===== config.mk =====
export PLATFORM = sky130hd
export DESIGN_NAME = vdh_ctrl
export DESIGN_NICKNAME = d
export VERILOG_FILES = /design/src/sv/vdh_pkg.sv /design/src/sv/vdh_ctrl.sv
export SDC_FILE = /design/constraint.sdc
export NUM_CORES = 1
export LEC_CHECK = 0
export ABC_AREA = 1
export BUFFER_PORTS_ARGS = -buffer_cell sky130_fd_sc_hd__buf_2
export CORE_AREA = 2 2 39 41
export CTS_CLUSTER_SIZE = 30
export DETAILED_ROUTE_END_ITERATION = 6
export DIE_AREA = 0 0 41 43
export GPL_TIMING_DRIVEN = 1
export PLACE_DENSITY = 0.36
export REMOVE_ABC_BUFFERS = 1
export SYNTH_ARGS = -nofsm -noshare
export SYNTH_HDL_FRONTEND = slang
export SYNTH_SLANG_ARGS = --single-unit

===== constraint.sdc =====
create_clock -name clk -period 3.2 [get_ports clk]
set_clock_uncertainty 0.2 [all_clocks]
set_input_delay 0.64 -clock clk [delete_from_list [all_inputs] [get_ports clk]]
set_output_delay 0.64 -clock clk [all_outputs]
set_load 0.02 [all_outputs]

===== src/sv/vdh_pkg.sv =====
`timescale 1ns / 1ps

package vdh_pkg;

	// Default sizing of the histogram.
	localparam int MAX_BINS_DEF   = 128;
	localparam int COUNT_BITS_DEF = 32;

	// Configuration port.
	localparam int APB_ADDR_W = 4;
	localparam int APB_DATA_W = 32;
	localparam int REG_IDX_W  = 2;

	localparam logic [REG_IDX_W-1:0] REG_LEFT_EDGE   = 2'd0;
	localparam logic [REG_IDX_W-1:0] REG_BIN_SCALE   = 2'd1;
	localparam logic [REG_IDX_W-1:0] REG_BINS_IN_USE = 2'd2;

	// Register reset values.
	localparam logic signed [15:0] LEFT_EDGE_RST   = -16'sd1638;
	localparam logic        [15:0] BIN_SCALE_RST   = 16'd25600;
	localparam logic        [7:0]  BINS_IN_USE_RST = 8'd81;

	// Reset values of the running extremes.
	localparam logic signed [15:0] VEL_MOST_POS = 16'sh7FFF;
	localparam logic signed [15:0] VEL_MOST_NEG = 16'sh8000;

	// Width used to compare bin indices against the grid size.
	localparam int IDX_CMP_W = 16;

	typedef enum logic {
		OP_ADD  = 1'b0,
		OP_READ = 1'b1
	} opcode_t;

	typedef struct packed {
		opcode_t            opcode;
		logic signed [15:0] vel_x;
		logic signed [15:0] vel_y;
		logic        [6:0]  query_x;
		logic        [6:0]  query_y;
	} in_item_t;

	typedef struct packed {
		logic               in_grid;
		logic        [31:0] bin_count;
		logic        [31:0] points_seen;
		logic        [31:0] hits_total;
		logic signed [15:0] min_x;
		logic signed [15:0] max_x;
		logic signed [15:0] min_y;
		logic signed [15:0] max_y;
	} out_item_t;

	typedef struct packed {
		logic signed [15:0] left_edge;
		logic        [15:0] bin_scale;
		logic        [7:0]  bins_in_use;
	} cfg_t;

	// Commands from the controller to the datapath.
	typedef struct packed {
		logic clear;
		logic accept;
		logic issue;
		logic commit;
	} ctrl_cmd_t;

	// Status from the datapath to the controller.
	typedef struct packed {
		logic clear_last;
	} ctrl_sts_t;

endpackage


===== src/sv/vdh_ctrl.sv =====
`timescale 1ns / 1ps

module vdh_ctrl
	import vdh_pkg::*;
(
	input  logic      clk,
	input  logic      arst_n,
	input  logic      in_valid,
	output logic      in_ready,
	output logic      out_valid,
	input  logic      out_ready,
	output ctrl_cmd_t cmd,
	input  ctrl_sts_t sts
);

	typedef enum logic [1:0] {
		ST_CLEAR,
		ST_IDLE,
		ST_ADDR,
		ST_UPD
	} state_t;

	state_t state_q;
	logic   out_valid_q;
	logic   out_free;
	logic   accept;
	logic   commit;

	// The result register is free when empty or being emptied this cycle.
	assign out_free = !out_valid_q || out_ready;

	// A new item may enter while the previous one commits its bin update.
	assign in_ready = (state_q == ST_IDLE) || ((state_q == ST_UPD) && out_free);
	assign accept   = in_valid && in_ready;
	assign commit   = (state_q == ST_UPD) && out_free;

	assign cmd.clear  = (state_q == ST_CLEAR);
	assign cmd.accept = accept;
	assign cmd.issue  = (state_q == ST_ADDR);
	assign cmd.commit = commit;

	assign out_valid = out_valid_q;

	// State and result valid flag.
	always_ff @(posedge clk or negedge arst_n) begin
		if (!arst_n) begin
			state_q     <= ST_CLEAR;
			out_valid_q <= 1'b0;
		end else begin
			if (commit) begin
				out_valid_q <= 1'b1;
			end else if (out_ready) begin
				out_valid_q <= 1'b0;
			end
			case (state_q)
				ST_CLEAR: begin
					if (sts.clear_last) begin
						state_q <= ST_IDLE;
					end
				end
				ST_IDLE: begin
					if (accept) begin
						state_q <= ST_ADDR;
					end
				end
				ST_ADDR: begin
					state_q <= ST_UPD;
				end
				ST_UPD: begin
					if (commit) begin
						state_q <= accept ? ST_ADDR : ST_IDLE;
					end
				end
				default: begin
					state_q <= ST_IDLE;
				end
			endcase
		end
	end

endmodule


==> results.cfg <==
[global_routing]
antenna_found_initial = 0
grt.overflow.total = 0
grt_pass1_vias = 209
grt_max_degree = 8
grt_pass1_wl_um = 834
grtUsageTotal_pct = 7.64

[timing]
slew_violations = 0
fmax_ghz = 0.474
fin_crit_ns = 2.11
rsz0062_at_grt = no
fin_crit_sh_pct = 66.0
setup_tns_ns = 0
setup_viol = 0
worstMarginPinSlew_ns = 0.219
hold_viol_final = 0
holdWs_ns = 0.369
max_slew_margin_pct = 85.4

[placement]
port_buffers = 10
dp_hpwl_um = 390
gp_congestion = 0.677
dpl-instance-area_um2 = 277
placed_cells = 60

[power_and_ir_drop]
powerDensity_nw_per_um2 = 1110
ir_drop_uv = 364
p_leak_nw = 0.212
power.total_mw = 0.348

[yosys]
synth.avg_cell_area_um2 = 6.15
synthesis.area_um2 = 221
yosys_warnings = 0
synth.yosys.seq_area_share_pct = 33.9
yosysUniqueCellTypes = 10
synth_seq_cells = 3
syn_inst = 36

[cts]
cts.reportedPaths.clkPinSlew_ns = 0.04
clock-sinks = 3
clockBufferDepth = 2
htreeDepth = 1
post-cts-setup-buffer-count = 0
cts_root_buffer = clkbuf_4
clock_latency_ns = 0.23
cts_tree = built
cts_inserted_buffers = 3
cts_resized = 0

[cells_and_area]
area_growth_pct = 41.2
final_cells = 65
stdcell_area_um2 = 313
fin_nets = 55
drive_gt1_share_pct = 32.7
antenna_cells = 0
n_fill_cell = 178

[worst_hold_path]
min_path_type = reg -> reg
holdPathStages = 2
hp-start = out_valid$_DFFE_PN0P_
min_to = out_valid$_DFFE_PN0P_

[route]
drt-initial-drc-count = 2
dr.pass1.iters = 2
wl_um = 511
viasPerCell = 3.63
ant_nets = 0
wl_per_cell_um = 7.86
drc_errors = 0
vias = 236

[worst_setup_path]
required_ns = 2.36
crit_path_start_kind = input pin
worstReg2RegEnd = state_q[1]$_DFFE_PN0P_
critPathKind = in -> out
worst_setup_path_end_kind = output pin
crit_fanout = 3
critPathArrivalTime_ns = 1.27
r2r_cells = 6
reg2reg_slack_ns = 1.97
worstReg2RegStart = state_q[1]$_DFFE_PN0P_

[run]
maxCapViolCount = 0

[run_status]
outcome = finished, final reports clean

[floorplanning]
start_util_pct = 16.0
fp.coreArea_um2 = 1380
die_h_um = 43
rows = 14
die_width_um = 41
die_area_um2 = 1760
io_pins = 11
## report_power, final
part	total (mW)	internal, mW	switching, mW
Clock	0.0663	0.0467	0.0196
Combinational	0.198	0.0675	0.130
Sequential	0.0836	0.0576	0.0260
## cell type report
| type | count | area (um2) | share of cell area (%) |
|---|---|---|---|
| flip-flops and latches | 3 | 75.1 | 24.0 |
| repair buffers | 11 | 60.1 | 19.2 |
| inverters | 9 | 33.8 | 10.8 |
| clock buffers | 4 | 26.3 | 8.40 |
| multi-input cells | 22 | 97.6 | 31.2 |
| well taps | 16 | 20.0 | 6.40 |
## critical path: stages
cell	delay [ns]
buf_2	0.09
inv_1	0.05
nand2_1	0.09
nand2_2	0.10
nand2_2	0.06
nand2_2	0.06
inv_1	0.03
buf_2	0.14
## layer usage
metal | wire (um) | GRT usage (%) | vias to the layer above
met1 | 258 | 9.03 | 100
met3 | 35 | 7.85 | 0
met5 | 0 | 0 | -
met4 | 0 | 4.00 | 0
li1 | - | - | 131
met2 | 217 | 8.44 | 5
## metrics by stage
stage,util [%],setup slack [ns]
2_1_floorplan,-,1.21
3_3_place_gp,20.0,1.09
3_5_place_dp,20.0,1.08
4_1_cts,22.6,1.08
5_1_grt,22.6,0.988
6_report,22.6,1.09
## how the worst max path moves through the flow
stage	startpoint	to	slack, ns	depth (start not counted)
detailed placement	out_ready	cmd[2]	1.08	8
global placement	out_ready	cmd[2]	1.09	8
finish	out_ready	cmd[2]	1.09	8
CTS	out_ready	cmd[2]	1.08	8
floorplan	out_ready	cmd[2]	1.21	6
global route	out_ready	cmd[2]	0.99	8
## synthesized netlist by cell type
cell / count / area, um2
buf_4: 2 / 15.0
nor2_1: 4 / 15.0
nand2_2: 3 / 18.8
nand2_1: 11 / 41.3
nand4_1: 2 / 12.5
dfrtp_1: 3 / 75.1
clkinv_1: 1 / 3.75
nand3_1: 1 / 5.00
o21ai_1: 1 / 5.00
inv_1: 8 / 30.0
## registers in the layout (all words and copies together) (netlist names)
register / flops
out_valid: 1
state_q: 2
## cells by family after synthesis
| family | after synthesis | synth area share [%] |
|---|---|---|
| AND/OR/NAND/NOR | 21 | 41.8 |
| flip-flops | 3 | 33.9 |
| buffers and inverters | 11 | 22.0 |
| AO/OA/AOI/OAI | 1 | 2.26 |
## layout by cell type, fill, tap and decap left out, drive strengths merged
master       count
nand4            2
nand2           14
dfrtp            3
buf             10
inv              8
o21ai            1
dlygate4sd3      1
clkbuf           4
nand3            1
nor2             4
clkinv           1
## repair_timing
| action | CTS | global route |
|---|---|---|
| hold buffers | 1 | 0 |
| endpoints found under the setup margin | 0 | 0 |
| endpoints found under the hold margin | 3 | 0 |
Power figures use the tool's default switching activity.
