==> src/sv/vdh_pkg.sv <==
`timescale 1ns / 1ps

package vdh_pkg;

	// Default sizing of the histogram.
	localparam int MAX_BINS_DEF   = 128;
	localparam int COUNT_BITS_DEF = 32;

	// Configuration port.
	localparam int APB_ADDR_W = 4;
	localparam int APB_DATA_W = 32;
	localparam int REG_IDX_W  = 2;

	localparam logic [REG_IDX_W-1:0] REG_LEFT_EDGE   = 2'd0;
	localparam logic [REG_IDX_W-1:0] REG_BIN_SCALE   = 2'd1;
	localparam logic [REG_IDX_W-1:0] REG_BINS_IN_USE = 2'd2;

	// Register reset values.
	localparam logic signed [15:0] LEFT_EDGE_RST   = -16'sd1638;
	localparam logic        [15:0] BIN_SCALE_RST   = 16'd25600;
	localparam logic        [7:0]  BINS_IN_USE_RST = 8'd81;

	// Reset values of the running extremes.
	localparam logic signed [15:0] VEL_MOST_POS = 16'sh7FFF;
	localparam logic signed [15:0] VEL_MOST_NEG = 16'sh8000;

	// Width used to compare bin indices against the grid size.
	localparam int IDX_CMP_W = 16;

	typedef enum logic {
		OP_ADD  = 1'b0,
		OP_READ = 1'b1
	} opcode_t;

	typedef struct packed {
		opcode_t            opcode;
		logic signed [15:0] vel_x;
		logic signed [15:0] vel_y;
		logic        [6:0]  query_x;
		logic        [6:0]  query_y;
	} in_item_t;

	typedef struct packed {
		logic               in_grid;
		logic        [31:0] bin_count;
		logic        [31:0] points_seen;
		logic        [31:0] hits_total;
		logic signed [15:0] min_x;
		logic signed [15:0] max_x;
		logic signed [15:0] min_y;
		logic signed [15:0] max_y;
	} out_item_t;

	typedef struct packed {
		logic signed [15:0] left_edge;
		logic        [15:0] bin_scale;
		logic        [7:0]  bins_in_use;
	} cfg_t;

	// Commands from the controller to the datapath.
	typedef struct packed {
		logic clear;
		logic accept;
		logic issue;
		logic commit;
	} ctrl_cmd_t;

	// Status from the datapath to the controller.
	typedef struct packed {
		logic clear_last;
	} ctrl_sts_t;

endpackage

==> src/sv/vdh_regs.sv <==
`timescale 1ns / 1ps

module vdh_regs
	import vdh_pkg::*;
(
	input  logic                  clk,
	input  logic                  arst_n,
	input  logic                  psel,
	input  logic                  penable,
	input  logic                  pwrite,
	input  logic [APB_ADDR_W-1:0] paddr,
	input  logic [APB_DATA_W-1:0] pwdata,
	output logic [APB_DATA_W-1:0] prdata,
	output logic                  pready,
	output cfg_t                  cfg
);

	logic [REG_IDX_W-1:0] reg_idx;
	logic                 wr_en;
	cfg_t                 cfg_q;

	assign pready  = 1'b1;
	assign reg_idx = paddr[APB_ADDR_W-1:2];
	assign wr_en   = psel && penable && pwrite && pready;
	assign cfg     = cfg_q;

	// Register writes; an unknown index is ignored.
	always_ff @(posedge clk or negedge arst_n) begin
		if (!arst_n) begin
			cfg_q.left_edge   <= LEFT_EDGE_RST;
			cfg_q.bin_scale   <= BIN_SCALE_RST;
			cfg_q.bins_in_use <= BINS_IN_USE_RST;
		end else if (wr_en) begin
			case (reg_idx)
				REG_LEFT_EDGE:   cfg_q.left_edge   <= pwdata[15:0];
				REG_BIN_SCALE:   cfg_q.bin_scale   <= pwdata[15:0];
				REG_BINS_IN_USE: cfg_q.bins_in_use <= pwdata[7:0];
				default: ;
			endcase
		end
	end

	// Read back; an unknown index reads as zero.
	always_comb begin
		case (reg_idx)
			REG_LEFT_EDGE:   prdata = APB_DATA_W'($unsigned(cfg_q.left_edge));
			REG_BIN_SCALE:   prdata = APB_DATA_W'(cfg_q.bin_scale);
			REG_BINS_IN_USE: prdata = APB_DATA_W'(cfg_q.bins_in_use);
			default:         prdata = '0;
		endcase
	end

endmodule

==> config.mk <==
export PLATFORM = sky130hd
export DESIGN_NAME = vdh_regs
export DESIGN_NICKNAME = d
export VERILOG_FILES = /design/src/sv/vdh_pkg.sv /design/src/sv/vdh_regs.sv
export SDC_FILE = /design/constraint.sdc
export NUM_CORES = 1
export LEC_CHECK = 0
export BUFFER_PORTS_ARGS = -buffer_cell sky130_fd_sc_hd__buf_2
export CAP_MARGIN = 10
export CORE_ASPECT_RATIO = 2
export CORE_MARGIN = 4
export CORE_UTILIZATION = 25
export DETAILED_ROUTE_END_ITERATION = 10
export HOLD_SLACK_MARGIN = 0.08
export PLACE_DENSITY_LB_ADDON = 0.3
export SLEW_MARGIN = 20
export SYNTH_ARGS = -nofsm -noshare
export SYNTH_HDL_FRONTEND = slang
export SYNTH_SLANG_ARGS = --single-unit
==> constraint.sdc <==
create_clock -name clk -period 2.3 [get_ports clk]
set_input_delay 0 -clock clk [delete_from_list [all_inputs] [get_ports clk]]
set_output_delay 0 -clock clk [all_outputs]
set_load 0.1 [all_outputs]
==> run metrics <==
number of warnings printed during yosys synthesis=0; wire length per cell after detailed routing=15.1 um; main flop type after synthesis=sky130_fd_sc_hd__dfrtp_1; CP Capture Type=output port; final-report max-slew violation count=0; required time worst endpoint=2.30 ns; global router's overall resource usage=11.7%; TritonCTS clock tree=done; initial detailed-routing violation count=25; Finished Core Util=37.1%; ratio of cells with drive above 1 in the final layout=65.7%; Hold Fails Final Rpt=0; worst hold path cell count=4; largest family of logic cells by synthesized area=multiplexers; antenna violations before repair=0; Fmax achieved=659 MHz; Post-layout nets=291; minimum clock period=1.52 ns; post-synthesis cell type with the largest combined area=sky130_fd_sc_hd__dfrtp_1; type of the worst min-delay path=in2reg; Levels on crit path=7; count of input and output buffers=78; Root Buffer=sky130_fd_sc_hd__clkbuf_16; area of the die=0.00965 mm2; kind of cell with the highest combined delay on the critical path=buffers and inverters; Buf/Inv on CP=4; critical path's most frequent cell=sky130_fd_sc_hd__buf_4; share of synthesized cell area in and, or, nand and nor gates=5.34%; Max VDD drop=0.000499 V; EDFF count, synth=0; transition time of the tightest slew-check pin=1.07 ns; via count of the first global-routing pass=1592; post-route DRC violation count=0; gate count of the mapped netlist=152; row count=46; cell area after synthesis=0.00202 mm2; worst slew margin relative to its limit=28.9%; number of vias per cell=4.21; maximum count of clock buffers along a single path=2; RSZ-0062 raised after global routing=no; number of antenna diodes=0; fraction of post-synthesis cell area in the top cell type by area=29.8%; post-synthesis mux area share=32.2%; commonest cells in the synthesized netlist=30 x sky130_fd_sc_hd__mux2_2, 24 x sky130_fd_sc_hd__dfrtp_1, 19 x sky130_fd_sc_hd__buf_4; sum of overflow across all layers after global routing=0; cell chain of the critical path=buf_2 > buf_4 > nor2b_1 > buf_4 > nand2_1 > o21ai_2 > buf_12; number of iterations in the first detailed-routing pass=4; number of maximum-capacitance violations=0; post-CTS sizing=0; wire length of the first global-routing pass=8.70 mm; pin count of the biggest net entering global routing=41; Seq cells post-synth=40; Die Span Y=135 um; cell with the largest stage delay on the worst path=sky130_fd_sc_hd__nor2b_1; ranking of synthesized cells by area=sky130_fd_sc_hd__dfrtp_1 30%, sky130_fd_sc_hd__dfstp_2 21%, sky130_fd_sc_hd__mux2_2 17%, sky130_fd_sc_hd__mux2i_1 7.9%, sky130_fd_sc_hd__mux2_4 7.4%; Synth-to-Final Area Change=45.2%; final count of negative-setup-slack endpoints=0; Largest register FFs=40; number of cells on the worst reg-to-reg path=1; post-synthesis share of cell area spent on xor and xnor gates=0%; Final HPWL DP=3.88 mm; adder-cell share of the synthesized area=0%; setup TNS=0 ns; kind of critical path=in2out; total number of H-tree levels=2; TritonCTS Buffers=5; antenna violation net count after detailed routing=0; Critical Path AT=1.52 ns; vias after detailed routing=1461; weighted congestion at the end of routability-driven global placement=0.666; largest fanout of any net on the critical path=11; Avg Cell Area, Syn=13.3 um2; library cell with the highest instance count after synthesis=sky130_fd_sc_hd__mux2_2; clock latency of the later-clocked register in the worst-skew pair=0.28 ns; fraction of the yosys area taken by sequential cells=50.7%; Max stage delay on crit path=0.35 ns; final critical-path share of the clock period=66.0%; Clock Sinks=40; Chip Width=71.5 um; core area=0.00789 mm2; worst clock skew=0 ns; startpoint types=primary input; count of distinct cell types in the synthesized netlist=19; power per standard cell area=1420 mW/mm2; total routed wirelength=5.25 mm; starting density of the core=25.6%; clock transition at the register clock pins on the worst setup and hold paths after CTS=0.05 ns; Synth Area in Compound Gates=1.99%; static power due to leakage=1.44 nW; num ports=114; Fillers=769; Async SR Flop Fraction=100%; result of the run=finished clean
## placed cells by master, fill, tap and decap left out
cell,instances
sky130_fd_sc_hd__mux2_2,30
sky130_fd_sc_hd__nor2_2,6
sky130_fd_sc_hd__or3b_1,1
sky130_fd_sc_hd__clkbuf_16,5
sky130_fd_sc_hd__nor3_4,1
sky130_fd_sc_hd__dfrtp_1,24
sky130_fd_sc_hd__nor2_1,2
sky130_fd_sc_hd__o21ai_2,8
sky130_fd_sc_hd__nand2_1,8
sky130_fd_sc_hd__dfstp_2,16
sky130_fd_sc_hd__buf_4,6
sky130_fd_sc_hd__mux2_4,10
sky130_fd_sc_hd__nand3_2,1
sky130_fd_sc_hd__conb_1,17
sky130_fd_sc_hd__buf_2,70
sky130_fd_sc_hd__nor2b_1,1
sky130_fd_sc_hd__nor3b_2,1
sky130_fd_sc_hd__buf_12,8
sky130_fd_sc_hd__clkinv_2,2
sky130_fd_sc_hd__dlygate4sd3_1,17
sky130_fd_sc_hd__mux2i_1,16
sky130_fd_sc_hd__clkbuf_8,1
## cell families (layout without fill, tap and decap cells)
| kind of cell | after synthesis | after routing |
|---|---|---|
| other | 2 | 17 |
| flip-flops | 40 | 40 |
| multiplexers | 56 | 56 |
| AO/OA/AOI/OAI | 8 | 8 |
| buffers and inverters | 25 | 109 |
| AND/OR/NAND/NOR | 21 | 21 |
## repair_timing
| item | 4_1_cts | 5_1_grt |
|---|---|---|
| endpoints found under the hold margin | 64 | 0 |
| hold buffers | 17 | 0 |
| buffers inserted | 0 | 0 |
## worst paths after layout
kind / start / end / slack [ns]
max reg2reg: cfg[9] / cfg[9] / 1.52
min in group asynchronous: arst_n / cfg[33] / 0.38
max in group asynchronous: arst_n / cfg[1] / 1.33
min reg2reg: cfg[33] / cfg[33] / 0.53
max: paddr[3] / prdata[4] / 0.78
min: penable / cfg[2] / 0.29
## per-stage QoR
step                      power, mW  std cells  setup WS [ns]  instance area (um2)  hold WS [ns]
after floorplan                3.07        167         0.0389                 2120        -0.296
after global placement         3.46        322          0.563                 2610         0.186
after detailed placement       3.47        322          0.554                 2610         0.190
after CTS                      4.20        347          0.723                 2930         0.290
after global routing           4.32        347          0.657                 2930         0.323
final                          4.15        347          0.782                 2930         0.286
## cell type report
class	count	area, um2	share of cell area, %
Clock inverter	2	10.0	0.342
Sequential cell	40	1020	34.9
Timing Repair Buffer	101	726	24.8
Clock buffer	6	139	4.75
Multi-Input combinational cell	102	911	31.1
Tap cell	96	120	4.10
## worst min-delay path, delay by kind of cell
kind / cells / cell delay, ns
buffers and inverters: 1 / 0.10
multiplexers: 1 / 0.22
AND/OR/NAND/NOR: 2 / 0.20
## per-layer routing
metal / track usage (%) / share of wire (%)
met2: 20.3 / 53
met1: 13.9 / 38
met5: 0 / 0
met4: 4.71 / 1.8
met3: 2.38 / 6.8
## where the power goes
group          internal [mW]  switching (mW)  leakage, nW
registers              0.918           0.121        0.462
logic                  0.460            1.96        0.901
clock network          0.427           0.261       0.0766
Power figures use the tool's default switching activity.
